[config.mk]
export PLATFORM = sky130hd
export DESIGN_NAME = block_buffer_cache_policy
export DESIGN_NICKNAME = d
export VERILOG_FILES = /design/src/rtl/bbcp_pkg.sv /design/src/rtl/bbcp_ctrl.sv /design/src/rtl/bbcp_dpath.sv /design/src/rtl/block_buffer_cache_policy.sv
export SDC_FILE = /design/constraint.sdc
export NUM_CORES = 1
export LEC_CHECK = 0
export ABC_AREA = 0
export BUFFER_PORTS_ARGS = -buffer_cell sky130_fd_sc_hd__buf_2
export CAP_MARGIN = 0
export CORE_ASPECT_RATIO = 1.2
export CORE_MARGIN = 5
export CORE_UTILIZATION = 64
export DETAILED_ROUTE_END_ITERATION = 8
export PLACE_DENSITY = 0.79
export SLEW_MARGIN = 20
export SYNTH_ARGS = -nofsm -noshare
export SYNTH_HDL_FRONTEND = slang
export SYNTH_SLANG_ARGS = --single-unit
[constraint.sdc]
create_clock -name clk -period 7.3 [get_ports clk]
set_input_delay 1.46 -clock clk [delete_from_list [all_inputs] [get_ports clk]]
set_output_delay 1.46 -clock clk [all_outputs]
set_load 0.005 [all_outputs]
[src/rtl/bbcp_pkg.sv]
// Shared definitions for the block buffer cache policy engine.
// Opcodes, port field widths, default sizes and the controller/datapath link types.
// No dependencies.
`timescale 1ns / 1ps
`default_nettype none

package bbcp_pkg;

  localparam int DEF_NUM_BUFFERS = 5;
  localparam int DEF_MAX_BLOCKS  = 1024;

  localparam int OPC_W  = 3;
  localparam int BLK_W  = 10;
  localparam int SLOT_W = 3;

  typedef enum logic [OPC_W-1:0] {
    OP_LOOKUP = 3'd0,
    OP_MARK   = 3'd1,
    OP_INSERT = 3'd2,
    OP_DELETE = 3'd3,
    OP_FORGET = 3'd4,
    OP_FLUSH  = 3'd5,
    OP_CLEAR  = 3'd6
  } op_t;

  // controller -> datapath
  typedef struct packed {
    logic load;   // capture the incoming beat
    logic renum;  // insert renumbering step
    logic exec;   // main step: update state and register the result
  } cmd_t;

  // datapath -> controller
  typedef struct packed {
    logic req_insert;  // incoming beat is an insert
  } stat_t;

endpackage

`default_nettype wire

[src/rtl/bbcp_ctrl.sv]
// Sequencer for the block buffer cache policy engine.
// Depends on bbcp_pkg; drives the datapath through cmd_t.
`timescale 1ns / 1ps
`default_nettype none

module bbcp_ctrl import bbcp_pkg::*; (
  input  wire logic  clk,
  input  wire logic  rst,
  input  wire logic  start,
  input  wire stat_t st,
  output logic       busy,
  output logic       done,
  output cmd_t       cmd
);

  typedef enum logic [1:0] {
    S_IDLE,
    S_RENUM,
    S_EXEC
  } state_t;

  state_t state;

  assign busy = (state != S_IDLE);

  always_comb begin
    cmd.load  = (state == S_IDLE) && start;
    cmd.renum = (state == S_RENUM);
    cmd.exec  = (state == S_EXEC);
  end

  always_ff @(posedge clk) begin
    if (rst) begin
      state <= S_IDLE;
      done  <= 1'b0;
    end else begin
      done <= (state == S_EXEC);
      case (state)
        S_IDLE: begin
          if (start) begin
            state <= st.req_insert ? S_RENUM : S_EXEC;
          end
        end
        S_RENUM: begin
          state <= S_EXEC;
        end
        S_EXEC: begin
          state <= S_IDLE;
        end
        default: begin
          state <= S_IDLE;
        end
      endcase
    end
  end

endmodule

`default_nettype wire

[src/rtl/bbcp_dpath.sv]
// Slot register file, match/victim logic and result registers.
// Depends on bbcp_pkg; steered by bbcp_ctrl through cmd_t.
`timescale 1ns / 1ps
`default_nettype none

module bbcp_dpath import bbcp_pkg::*; #(
  parameter int NUM_BUFFERS = DEF_NUM_BUFFERS,
  parameter int MAX_BLOCKS  = DEF_MAX_BLOCKS
) (
  input  wire logic              clk,
  input  wire logic              rst,
  input  wire cmd_t              cmd,
  output stat_t                  st,
  input  wire logic [OPC_W-1:0]  opcode,
  input  wire logic [BLK_W-1:0]  block_number,
  input  wire logic [SLOT_W-1:0] slot_index,
  output logic [SLOT_W-1:0]      slot,
  output logic                   hit,
  output logic                   is_header,
  output logic                   evict_valid,
  output logic [BLK_W-1:0]       evict_block,
  output logic                   evict_dirty,
  output logic [BLK_W-1:0]       entry_block,
  output logic                   entry_dirty
);

  localparam int IW = $clog2(NUM_BUFFERS);      // slot index
  localparam int SW = $clog2(NUM_BUFFERS + 1);  // slot index plus "none"
  localparam int BW = $clog2(MAX_BLOCKS);       // stored block number
  localparam logic [SW-1:0] NONE  = SW'(NUM_BUFFERS);
  localparam logic [BW:0]   LIMIT = (BW+1)'(MAX_BLOCKS);

  // captured beat
  logic [OPC_W-1:0]  op_q;
  logic [BLK_W-1:0]  blk_q;
  logic [SLOT_W-1:0] si_q;

  // policy state
  logic [BW-1:0]          slot_block [NUM_BUFFERS];
  logic [NUM_BUFFERS-1:0] slot_dirty;
  logic [SW-1:0]          most_recent;
  logic [SW-1:0]          second_recent;
  logic [IW-1:0]          victim_pointer;

  logic [BW-1:0]          slot_block_next [NUM_BUFFERS];
  logic [NUM_BUFFERS-1:0] slot_dirty_next;
  logic [SW-1:0]          most_recent_next;
  logic [SW-1:0]          second_recent_next;
  logic [IW-1:0]          victim_pointer_next;

  logic [SLOT_W-1:0] slot_next;
  logic              hit_next;
  logic              is_header_next;
  logic              evict_valid_next;
  logic [BLK_W-1:0]  evict_block_next;
  logic              evict_dirty_next;
  logic [BLK_W-1:0]  entry_block_next;
  logic              entry_dirty_next;

  logic [BW+BLK_W-1:0]  blk_ext;
  logic [BW-1:0]        blk_b;
  logic                 blk_ok;
  logic [IW+SLOT_W-1:0] si_ext;
  logic [IW-1:0]        si_i;
  logic                 si_ok;
  logic                 is_lookup;
  logic [NUM_BUFFERS-1:0] match;
  logic                 hit_any;
  logic [IW-1:0]        hit_idx;
  logic [IW-1:0]        cand0, cand1, cand2, victim;
  logic [IW-1:0]        ridx;
  logic                 rd_ok;
  logic [BW-1:0]        rd_blk;
  logic                 rd_dirty;

  function automatic logic [IW-1:0] wrap_inc(input logic [IW-1:0] c);
    if (c == IW'(NUM_BUFFERS - 1)) begin
      return '0;
    end
    return c + IW'(1);
  endfunction

  function automatic logic excluded(input logic [IW-1:0] c, input logic [SW-1:0] a,
                                    input logic [SW-1:0] b);
    return (SW'(c) == a) || (SW'(c) == b);
  endfunction

  function automatic logic [BLK_W-1:0] blk_port(input logic [BW-1:0] x);
    logic [BW+BLK_W-1:0] t;
    t = {{BLK_W{1'b0}}, x};
    return t[BLK_W-1:0];
  endfunction

  function automatic logic [SLOT_W-1:0] slot_port(input logic [IW-1:0] x);
    logic [IW+SLOT_W-1:0] t;
    t = {{SLOT_W{1'b0}}, x};
    return t[SLOT_W-1:0];
  endfunction

  assign st.req_insert = (opcode == OP_INSERT);

  assign blk_ext = {{BW{1'b0}}, blk_q};
  assign blk_b   = blk_ext[BW-1:0];
  assign blk_ok  = (blk_q != '0) && (32'(blk_q) < MAX_BLOCKS);
  assign si_ext  = {{IW{1'b0}}, si_q};
  assign si_i    = si_ext[IW-1:0];
  assign si_ok   = (32'(si_q) < NUM_BUFFERS);
  assign is_lookup = (op_q == OP_LOOKUP) || (op_q == OP_INSERT);

  // tag compare across all slots, lowest matching slot wins
  always_comb begin
    hit_idx = '0;
    for (int i = 0; i < NUM_BUFFERS; i++) begin
      match[i] = (slot_block[i] == blk_b);
    end
    for (int i = NUM_BUFFERS - 1; i >= 0; i--) begin
      if (match[i]) begin
        hit_idx = IW'(i);
      end
    end
  end
  assign hit_any = blk_ok && (|match);

  // round robin; only two slots are ever skipped, so three candidates suffice
  assign cand0  = victim_pointer;
  assign cand1  = wrap_inc(cand0);
  assign cand2  = wrap_inc(cand1);
  assign victim = !excluded(cand0, most_recent, second_recent) ? cand0 :
                  !excluded(cand1, most_recent, second_recent) ? cand1 : cand2;

  assign ridx     = is_lookup ? (hit_any ? hit_idx : victim) : si_i;
  assign rd_ok    = is_lookup || si_ok;
  assign rd_blk   = rd_ok ? slot_block[ridx] : '0;
  assign rd_dirty = rd_ok ? slot_dirty[ridx] : 1'b0;

  always_comb begin
    slot_block_next     = slot_block;
    slot_dirty_next     = slot_dirty;
    most_recent_next    = most_recent;
    second_recent_next  = second_recent;
    victim_pointer_next = victim_pointer;
    slot_next        = '0;
    hit_next         = 1'b0;
    is_header_next   = 1'b0;
    evict_valid_next = 1'b0;
    evict_block_next = '0;
    evict_dirty_next = 1'b0;
    entry_block_next = '0;
    entry_dirty_next = 1'b0;

    if (cmd.renum) begin
      // insert: shift every block at or above the new number up by one; a block pushed to the limit is emptied
      if (blk_ok) begin
        for (int i = 0; i < NUM_BUFFERS; i++) begin
          if ((slot_block[i] != '0) && (slot_block[i] >= blk_b)) begin
            if (({1'b0, slot_block[i]} + (BW+1)'(1)) >= LIMIT) begin
              slot_block_next[i] = '0;
              slot_dirty_next[i] = 1'b0;
            end else begin
              slot_block_next[i] = slot_block[i] + BW'(1);
            end
          end
        end
      end
    end else if (cmd.exec) begin
      if (is_lookup) begin
        if (!blk_ok) begin
          is_header_next = 1'b1;
        end else if (hit_any) begin
          slot_next          = slot_port(hit_idx);
          hit_next           = 1'b1;
          entry_block_next   = blk_q;
          entry_dirty_next   = rd_dirty;
          most_recent_next   = SW'(hit_idx);
          second_recent_next = most_recent;
        end else begin
          slot_next                = slot_port(victim);
          evict_valid_next         = (rd_blk != '0);
          evict_block_next         = blk_port(rd_blk);
          evict_dirty_next         = rd_dirty;
          entry_block_next         = blk_port(rd_blk);
          entry_dirty_next         = rd_dirty;
          slot_block_next[victim]  = blk_b;
          slot_dirty_next[victim]  = 1'b0;
          most_recent_next         = SW'(victim);
          second_recent_next       = most_recent;
          victim_pointer_next      = wrap_inc(victim);
        end
      end else begin
        slot_next = si_q;
        if (si_ok) begin
          entry_block_next = blk_port(rd_blk);
          entry_dirty_next = rd_dirty;
          case (op_q)
            OP_MARK: begin
              if (rd_blk != '0) begin
                slot_dirty_next[si_i] = 1'b1;
              end
            end
            OP_DELETE: begin
              if (rd_blk != '0) begin
                for (int i = 0; i < NUM_BUFFERS; i++) begin
                  if (slot_block[i] >= rd_blk) begin
                    slot_block_next[i] = slot_block[i] - BW'(1);
                  end
                end
                slot_block_next[si_i] = '0;
                slot_dirty_next[si_i] = 1'b0;
              end
            end
            OP_FORGET: begin
              slot_block_next[si_i] = '0;
              slot_dirty_next[si_i] = 1'b0;
            end
            OP_FLUSH: begin
              slot_dirty_next[si_i] = 1'b0;
            end
            OP_CLEAR: begin
              for (int i = 0; i < NUM_BUFFERS; i++) begin
                slot_block_next[i] = '0;
              end
              slot_dirty_next = '0;
            end
            default: begin
            end
          endcase
        end
      end
    end
  end

  always_ff @(posedge clk) begin
    if (rst) begin
      for (int i = 0; i < NUM_BUFFERS; i++) begin
        slot_block[i] <= '0;
      end
      slot_dirty     <= '0;
      most_recent    <= NONE;
      second_recent  <= NONE;
      victim_pointer <= '0;
    end else if (cmd.renum || cmd.exec) begin
      slot_block     <= slot_block_next;
      slot_dirty     <= slot_dirty_next;
      most_recent    <= most_recent_next;
      second_recent  <= second_recent_next;
      victim_pointer <= victim_pointer_next;
    end
  end

  always_ff @(posedge clk) begin
    if (cmd.load) begin
      op_q  <= opcode;
      blk_q <= block_number;
      si_q  <= slot_index;
    end
    if (cmd.exec) begin
      slot        <= slot_next;
      hit         <= hit_next;
      is_header   <= is_header_next;
      evict_valid <= evict_valid_next;
      evict_block <= evict_block_next;
      evict_dirty <= evict_dirty_next;
      entry_block <= entry_block_next;
      entry_dirty <= entry_dirty_next;
    end
  end

endmodule

`default_nettype wire

[src/rtl/block_buffer_cache_policy.sv]
// Top level of the block buffer cache policy engine.
// Depends on bbcp_pkg, bbcp_ctrl and bbcp_dpath.
`timescale 1ns / 1ps
`default_nettype none

// A command beat is taken on a clock edge with start high and busy low. Its
// result appears on the result ports for exactly one cycle with done high;
// there is no back-pressure, so capture it in that cycle. Every opcode runs
// an execute step before its done cycle; insert first renumbers the slot file
// in a step of its own, then runs the lookup on the renumbered slots. busy
// drops in the done cycle, so a new beat can be taken there; no new beat is
// taken while the previous one is still in the controller's load/execute
// sequence over the shared slot register file. All slots reset to empty and
// clean, the recency marks to none and the round robin pointer to slot 0.
module block_buffer_cache_policy import bbcp_pkg::*; #(
  parameter int NUM_BUFFERS = DEF_NUM_BUFFERS,
  parameter int MAX_BLOCKS  = DEF_MAX_BLOCKS
) (
  input  wire logic              clk,
  input  wire logic              rst,
  input  wire logic              start,
  output logic                   busy,
  input  wire logic [OPC_W-1:0]  opcode,
  input  wire logic [BLK_W-1:0]  block_number,
  input  wire logic [SLOT_W-1:0] slot_index,
  output logic                   done,
  output logic [SLOT_W-1:0]      slot,
  output logic                   hit,
  output logic                   is_header,
  output logic                   evict_valid,
  output logic [BLK_W-1:0]       evict_block,
  output logic                   evict_dirty,
  output logic [BLK_W-1:0]       entry_block,
  output logic                   entry_dirty
);

  cmd_t  cmd;  // sequencing from the controller
  stat_t st;   // decode of the incoming beat

  bbcp_ctrl u_ctrl (
    .clk   (clk),
    .rst   (rst),
    .start (start),
    .st    (st),
    .busy  (busy),
    .done  (done),
    .cmd   (cmd)
  );

  // slot file, tag match, victim choice and result registers
  bbcp_dpath #(
    .NUM_BUFFERS (NUM_BUFFERS),
    .MAX_BLOCKS  (MAX_BLOCKS)
  ) u_dpath (
    .clk          (clk),
    .rst          (rst),
    .cmd          (cmd),
    .st           (st),
    .opcode       (opcode),
    .block_number (block_number),
    .slot_index   (slot_index),
    .slot         (slot),
    .hit          (hit),
    .is_header    (is_header),
    .evict_valid  (evict_valid),
    .evict_block  (evict_block),
    .evict_dirty  (evict_dirty),
    .entry_block  (entry_block),
    .entry_dirty  (entry_dirty)
  );

endmodule

`default_nettype wire

==> impl_summary.log, run 1 <==
INFO  metric powerDensity = 185 nW/um2
INFO  metric postCtsResizedCells = 0
INFO  metric start_kind = flip-flop
INFO  metric yosysWarnings = 0
INFO  metric detailed_place_hpwl = 30300 um
INFO  metric worst_setup_path_category = flip-flop to flip-flop
INFO  metric max_stage_delay = 0.54 ns
INFO  metric share_of_the_synthesized_area_in_compound_gates_ao_oa_aoi_oai = 0.281
INFO  metric worstSkewPairLatency = 0.38 ns
INFO  metric max-clock-path-buffers = 2
INFO  metric power.total = 2.17 mW
INFO  metric whs_path_depth = 2
INFO  metric synth.net_count = 1509
INFO  metric port_buffers = 48
INFO  metric post_synth_edffs = 44
INFO  metric drt_met1_wl = 14800 um
INFO  metric cts_tree = yes
INFO  metric place_area = 11400 um2
INFO  metric drt-vias-per-instance = 7.33
INFO  metric run_status = finished clean
INFO  metric holdCritPathClass = flip-flop to flip-flop
INFO  metric first_global_vias = 11100
INFO  metric timing.hold.ws = 0.549 ns
INFO  metric post_synth_main_area_contributors = sky130_fd_sc_hd__ha_1, sky130_fd_sc_hd__dfxtp_1, sky130_fd_sc_hd__edfxtp_1
INFO  metric floorplan.rows = 52
INFO  metric ys_seq_elements = 111
INFO  metric end_kind = flip-flop
INFO  metric synth_mux_area_frac = 0.0303
INFO  metric preCtsSetupSlack = 0.799 ns
INFO  metric final_cells = 1616
INFO  metric highest_layer = met4
INFO  metric critical-path-slowest-cell = sky130_fd_sc_hd__edfxtp_1
INFO  metric rsz_0062_raised_after_global_routing = no
INFO  metric met2_wirelength = 17600 um
INFO  metric layout.nets = 1533
INFO  metric timing.critical_path.fanout_max = 19
INFO  metric drtIter0Drc = 1964
INFO  metric power.share.switching = 0.408
INFO  metric multiInputGateArea = 7630 um2
INFO  metric max_slew_margin = 0.288
INFO  metric critPathArrivalTime = 6.96 ns
INFO  metric cts_num_sinks = 111
INFO  metric synthCells = 1370
INFO  metric track_usage = 0.416
INFO  metric ctsHoldBuffers = 0
INFO  metric initial_core_util = 0.646
INFO  metric synth_sequential_area_ratio = 0.245
INFO  metric final.min_clock_period = 6.72 ns
INFO  metric critical-path-top-cell-by-count = sky130_fd_sc_hd__a21o_1
INFO  metric flow.area_growth_from_synthesis = 8.11%
INFO  metric finalWeightedCongestion = 1.10
INFO  metric fin_tns_setup = 0 ns
INFO  metric ir_worst_vdd = 0.000118 V
INFO  metric data_required_critical_path = 7.54 ns
INFO  metric die_h = 153 um
INFO  metric final_count_of_pins_violating_max_slew = 0
INFO  metric globalRoute.totalOverflow = 0
INFO  metric p_switching = 0.884 mW
INFO  metric layout.cell_area.non_filler = 11700 um2
INFO  metric max_cap_viol_count = 0
INFO  metric timing_worst_slew_pin_value = 1.06 ns
INFO  metric area.sequential = 2660 um2
INFO  metric drtPass1Iterations = 7
INFO  metric io_pins = 49
INFO  metric number_of_antenna_violations_at_the_first_check_in_global_routing = 1
INFO  metric cts_made_buffers = 9
INFO  metric cts.htree.levels = 3
INFO  metric grt_max_degree = 63
INFO  metric number_of_setup_violations_in_the_final_report = 0
INFO  metric fin_worst_skew = 0.0156 ns
INFO  metric detail_route.wl_per_cell = 25.8 um
INFO  metric max_freq = 0.149 GHz
INFO  metric synth_ff_type = sky130_fd_sc_hd__dfxtp_1
INFO  metric post-cts-setup-buffer-count = 0
INFO  metric die_width = 129 um
INFO  metric finalCritPeriodShare = 0.921
INFO  metric grt_first_pass_wirelength = 63400 um
INFO  metric worst_r2r_path_depth = 28
INFO  metric synth_largest_area_cell = sky130_fd_sc_hd__ha_1
INFO  metric clkSlewWorstSetupHoldPaths = 0.08 ns
INFO  metric synth.top_cell.area_share = 0.138
INFO  metric p_leak = 4.78 nW
INFO  metric synth_top_cells_by_count = sky130_fd_sc_hd__nand2_1, sky130_fd_sc_hd__nor2_1, sky130_fd_sc_hd__ha_1, sky130_fd_sc_hd__a21oi_1, sky130_fd_sc_hd__clkbuf_1
INFO  metric final_layout_size_suffix_gt1_frac = 0.119
INFO  metric seq_power_share = 0.340
INFO  metric core_area = 16800 um2
INFO  metric mappedNetlistArea = 10900 um2
INFO  metric finalHoldViolations = 0
INFO  metric placedCellCount = 1599
INFO  metric drc = 0
INFO  metric combPwrFrac = 0.417
INFO  metric syn-mean-instance-area = 7.92 um2
INFO  metric synth_top_family_by_area = compound AO/OA/AOI/OAI gates
INFO  metric internal-power = 1.28 mW
INFO  metric design.die.area = 19700 um2
INFO  metric postSynth.asyncResetShare = 0
INFO  metric final_antenna_net_count = 0
INFO  metric post-route-worst-setup-slack = 0.577 ns
INFO  metric synth-adder-area-share = 0.138
INFO  metric post-route-util = 0.699
INFO  metric dr_total_vias = 11900
INFO  metric synth.distinct_cells = 86
INFO  metric xor_and_xnor_fraction_of_the_mapped_netlist_area = 0.0337
INFO  metric detailroute.wirelength.met3 = 5740 um
INFO  metric synthMostInstantiatedCell = sky130_fd_sc_hd__nand2_1
INFO  metric cts_root_buf = sky130_fd_sc_hd__clkbuf_16
INFO  metric p_clk_frac = 0.243
INFO  metric post_synth_and_or_nand_nor_area_fraction = 0.219
INFO  metric fill_cells = 1442
INFO  metric totalWireLength = 41600 um
## worst max-delay path: cells and delay by family, from the launching register on
kind / cells / cell delay [ns]
buf+inv: 4 / 1.06
fa+ha+maj: 2 / 0.61
xor+xnor: 1 / 0.14
simple gates: 6 / 1.10
mux: 1 / 0.23
compound gates: 14 / 2.94
flops: 1 / 0.54
## area by class of cell
| type | instances | share of cell area |
|---|---|---|
| Antenna cell | 1 | 0.000213 |
| Clock buffer | 9 | 0.0192 |
| Clock inverter | 7 | 0.00640 |
| Inverter | 51 | 0.0165 |
| Multi-Input combinational cell | 1115 | 0.650 |
| Sequential cell | 111 | 0.227 |
| Tap cell | 216 | 0.0230 |
| Timing Repair Buffer | 106 | 0.0576 |
## kinds of logic (layout without fill, tap and decap cells)
logic type,Yosys count,in the layout
simple gates,490,490
other cells,0,1
xor+xnor,40,40
compound gates,433,433
flops,111,111
mux,32,32
fa+ha+maj,120,120
buf+inv,144,173
## layer usage
metal  GRT usage  vias up
li1            -     5219
met1       0.524     5445
met2       0.605      912
met3       0.135      275
met4       0.265        0
met5           0        -
## worst paths after layout
kind | start | to | slack (ns)
max | u_dpath.blk_b[4]$_DFFE_PP_ | u_dpath.slot_block[39]$_SDFFE_PP0P_ | 0.58
min reg2reg | u_ctrl.state[0]$_SDFFE_PP0P_ | u_ctrl.state[0]$_SDFFE_PP0P_ | 0.55
max reg2reg | u_dpath.blk_b[4]$_DFFE_PP_ | u_dpath.slot_block[39]$_SDFFE_PP0P_ | 0.58
min | u_ctrl.state[0]$_SDFFE_PP0P_ | u_ctrl.state[0]$_SDFFE_PP0P_ | 0.55
## cells in the final DEF (no fill, tap or decap), types with 12 or more instances in the layout
cell                       Yosys  routed
sky130_fd_sc_hd__a211oi_1     17      17
sky130_fd_sc_hd__a21o_1       30      30
sky130_fd_sc_hd__a21oi_1      98      98
sky130_fd_sc_hd__a221oi_1     18      18
sky130_fd_sc_hd__a22oi_1      14      14
sky130_fd_sc_hd__a31oi_1      13      13
sky130_fd_sc_hd__buf_2         8      48
sky130_fd_sc_hd__buf_4         4      58
sky130_fd_sc_hd__dfxtp_1      67      67
sky130_fd_sc_hd__edfxtp_1     44      44
sky130_fd_sc_hd__ha_1        120     119
sky130_fd_sc_hd__inv_1        48      48
sky130_fd_sc_hd__mux2i_1      25      25
sky130_fd_sc_hd__nand2_1     136     136
sky130_fd_sc_hd__nand2b_1     16      16
sky130_fd_sc_hd__nand3_1      49      49
sky130_fd_sc_hd__nand4_1      19      19
sky130_fd_sc_hd__nor2_1      131     130
sky130_fd_sc_hd__nor2b_1      12      12
sky130_fd_sc_hd__nor3_1       49      49
sky130_fd_sc_hd__nor4_1       17      17
sky130_fd_sc_hd__o211ai_1     17      17
sky130_fd_sc_hd__o21a_1       21      21
sky130_fd_sc_hd__o21ai_0      63      63
sky130_fd_sc_hd__o22ai_1      20      20
sky130_fd_sc_hd__o31ai_1      13      13
sky130_fd_sc_hd__o32ai_1      24      24
sky130_fd_sc_hd__xnor2_1      22      22
sky130_fd_sc_hd__xor2_1       16      16
## sequential cells by signal, indices dropped and copies added, names as in the netlist, 2 cells and up
signal	count
u_ctrl.state	2
u_dpath.blk_b	10
u_dpath.cand0	3
u_dpath.entry_block	10
u_dpath.evict_block	10
u_dpath.most_recent	3
u_dpath.op_q	3
u_dpath.second_recent	3
u_dpath.si_i	3
u_dpath.slot	3
u_dpath.slot_block	50
u_dpath.slot_dirty	5
## power by group through the flow
stage	sequential [mW]	combinational [mW]	clock, mW
6_report	0.736	0.905	0.527
4_1_cts	0.731	0.873	0.530
5_1_grt	0.737	0.982	0.550
3_3_place_gp	0.745	0.854	0
3_5_place_dp	0.745	0.867	0
2_1_floorplan	0.727	0.645	0
Note: power is estimated with default switching activity, not from simulation.
==> inputs of run 2 (changes only) <==
CORE_MARGIN = 1   (was 5)
CORE_UTILIZATION = 59   (was 64)
PLACE_DENSITY = 0.74   (was 0.79)
==> run 2 against run 1 <==
Via count down 1.7%. Cell count up 0.80%. Worst hold slack better by 0.0018 ns. Core utilization down 3.6 points. First-iteration DRC count down 32%. Sequential share of layout area down 0.10 points. Cell area up 0.46%. Power down 0.59%. Highest routed layer is now met5.
==> impl_summary.log, run 2 (synthesis results as in run 1) <==
INFO  metric run_status = finished clean
INFO  metric worstSkewPairLatency = 0.37 ns
INFO  metric post-cts-setup-buffer-count = 0
INFO  metric cts.htree.levels = 3
INFO  metric cts_tree = yes
INFO  metric cts_root_buf = sky130_fd_sc_hd__clkbuf_16
INFO  metric timing_worst_slew_pin_value = 1.15 ns
INFO  metric detail_route.wl_per_cell = 26.0 um
INFO  metric final.min_clock_period = 6.96 ns
INFO  metric registers.top_by_ff_count = u_dpath.slot_block
INFO  metric grt_max_degree = 63
INFO  metric ir_worst_vdd = 0.000142 V
INFO  metric max-clock-path-buffers = 2
INFO  metric layout_commonest_cell = sky130_fd_sc_hd__nand2_1
INFO  metric powerDensity = 183 nW/um2
INFO  metric clkSlewWorstSetupHoldPaths = 0.08 ns
INFO  metric cts_num_sinks = 111
INFO  metric postCtsResizedCells = 0
INFO  metric floorplan.rows = 53
INFO  metric timing.critical_path.fanout_max = 17
INFO  metric final_antenna_net_count = 0
INFO  metric holdCritPathClass = flip-flop to flip-flop
INFO  metric post-route-util = 0.663
INFO  metric multiInputGateArea = 7630 um2
INFO  metric data_required_critical_path = 7.54 ns
INFO  metric grt_first_pass_wirelength = 63100 um
INFO  metric core_area = 17800 um2
INFO  metric die_width = 126 um
INFO  metric max_freq = 0.144 GHz
INFO  metric number_of_antenna_violations_at_the_first_check_in_global_routing = 3
INFO  metric final_layout_size_suffix_gt1_frac = 0.123
INFO  metric layout.nets = 1540
INFO  metric number_of_setup_violations_in_the_final_report = 0
INFO  metric end_kind = flip-flop
INFO  metric drtIter0Drc = 1336
INFO  metric track_usage = 0.448
INFO  metric cts_made_buffers = 9
INFO  metric area.sequential = 2660 um2
INFO  metric io_pins = 49
INFO  metric globalRoute.totalOverflow = 0
INFO  metric fin_worst_skew = 0.0123 ns
INFO  metric start_kind = flip-flop
INFO  metric dr_total_vias = 11700
INFO  metric largest_register_ff_count = 50
INFO  metric ctsHoldBuffers = 0
INFO  metric totalWireLength = 42400 um
INFO  metric finalWeightedCongestion = 1.07
INFO  metric drt-vias-per-instance = 7.15
INFO  metric layout.cells.most_common_list = sky130_fd_sc_hd__nand2_1, sky130_fd_sc_hd__nor2_1, sky130_fd_sc_hd__ha_1, sky130_fd_sc_hd__a21oi_1, sky130_fd_sc_hd__dfxtp_1
INFO  metric final_count_of_pins_violating_max_slew = 0
INFO  metric drtPass1Iterations = 6
INFO  metric rsz_0062_raised_after_global_routing = no
INFO  metric port_buffers = 48
INFO  metric fin_tns_setup = 0 ns
INFO  metric design.die.area = 18900 um2
INFO  metric finalCritPeriodShare = 0.953
INFO  metric drc = 0
INFO  metric initial_core_util = 0.611
INFO  metric max_cap_viol_count = 0
INFO  metric max_slew_margin = 0.214
INFO  metric first_global_vias = 10600
INFO  metric detailed_place_hpwl = 31300 um
INFO  metric p_leak = 4.81 nW
INFO  metric die_h = 151 um
INFO  metric finalHoldViolations = 0
INFO  metric flow.area_growth_from_synthesis = 8.60%
INFO  metric critPathArrivalTime = 7.20 ns
INFO  metric worst_setup_path_category = flip-flop to flip-flop
INFO  metric fill_cells = 1556
## run 2: report_power, final
part | switching [mW] | leakage, nW | internal, mW
combinational | 0.554 | 3.70 | 0.359
clock | 0.266 | 0.142 | 0.242
sequential | 0.0484 | 0.968 | 0.685
total | 0.869 | 4.81 | 1.29
## run 2: layout make-up
| cell class | instances | area share |
|---|---|---|
| multi-input cells | 1115 | 0.647 |
| flip-flops and latches | 111 | 0.226 |
| repair buffers | 113 | 0.0618 |
| well taps | 220 | 0.0234 |
| clock buffers | 10 | 0.0194 |
| inverters | 51 | 0.0165 |
| clock inverters | 6 | 0.00531 |
| diodes | 3 | 0.000637 |
## run 2: worst max-delay path, cell delays in order, from the launching register on
cell	delay, ns
sky130_fd_sc_hd__edfxtp_1	0.57
sky130_fd_sc_hd__inv_1	0.11
sky130_fd_sc_hd__buf_4	0.19
sky130_fd_sc_hd__ha_1	0.31
sky130_fd_sc_hd__nand4_1	0.15
sky130_fd_sc_hd__nor3_1	0.11
sky130_fd_sc_hd__nor4_2	0.46
sky130_fd_sc_hd__and2_1	0.56
sky130_fd_sc_hd__o21ai_0	0.24
sky130_fd_sc_hd__o21ai_0	0.50
sky130_fd_sc_hd__o211ai_1	0.19
sky130_fd_sc_hd__a32oi_1	0.43
sky130_fd_sc_hd__inv_1	0.23
sky130_fd_sc_hd__ha_1	0.33
sky130_fd_sc_hd__nand2b_1	0.15
sky130_fd_sc_hd__a21o_1	0.18
sky130_fd_sc_hd__a21o_1	0.18
sky130_fd_sc_hd__a21o_1	0.17
sky130_fd_sc_hd__a21o_1	0.17
sky130_fd_sc_hd__a211oi_1	0.22
sky130_fd_sc_hd__o21bai_1	0.08
sky130_fd_sc_hd__a41o_1	0.30
sky130_fd_sc_hd__and3_1	0.26
sky130_fd_sc_hd__and3b_1	0.20
sky130_fd_sc_hd__xor2_1	0.14
sky130_fd_sc_hd__a211oi_1	0.26
sky130_fd_sc_hd__o31ai_1	0.09
## run 2: path summary, 6_finish.rpt
check	endpoint	from	cells past startpoint	slack (ns)
worst max-delay path	u_dpath.slot_block[39]$_SDFFE_PP0P_	u_dpath.blk_b[9]$_DFFE_PP_	26	0.34
worst min-delay path	u_dpath.slot_dirty[1]$_SDFFE_PP0P_	u_dpath.slot_dirty[1]$_SDFFE_PP0P_	1	0.55
worst max register to register	u_dpath.slot_block[39]$_SDFFE_PP0P_	u_dpath.blk_b[9]$_DFFE_PP_	26	0.34
worst min register to register	u_dpath.slot_dirty[1]$_SDFFE_PP0P_	u_dpath.slot_dirty[1]$_SDFFE_PP0P_	1	0.55
## run 2: routing by layer
layer  vias to the layer above  global-route usage  routed length (um)
met3                       214               0.124                5440
li1                       5232                   -                   -
met4                         4               0.302                3160
met5                         -                   0                  27
met2                       832               0.677               18000
met1                      5368               0.557               15800
## run 2: metrics by stage
step	std cells	setup WS (ns)	cell area, um2	hold slack (ns)	total power, mW
floorplan	1370	1.27	10900	0.470	1.37
global placement	1610	0.671	11500	0.518	1.61
detailed placement	1610	0.552	11500	0.529	1.62
CTS	1626	0.539	11800	0.544	2.12
global route	1626	0.0448	11800	0.571	2.26
finish	1629	0.340	11800	0.551	2.15
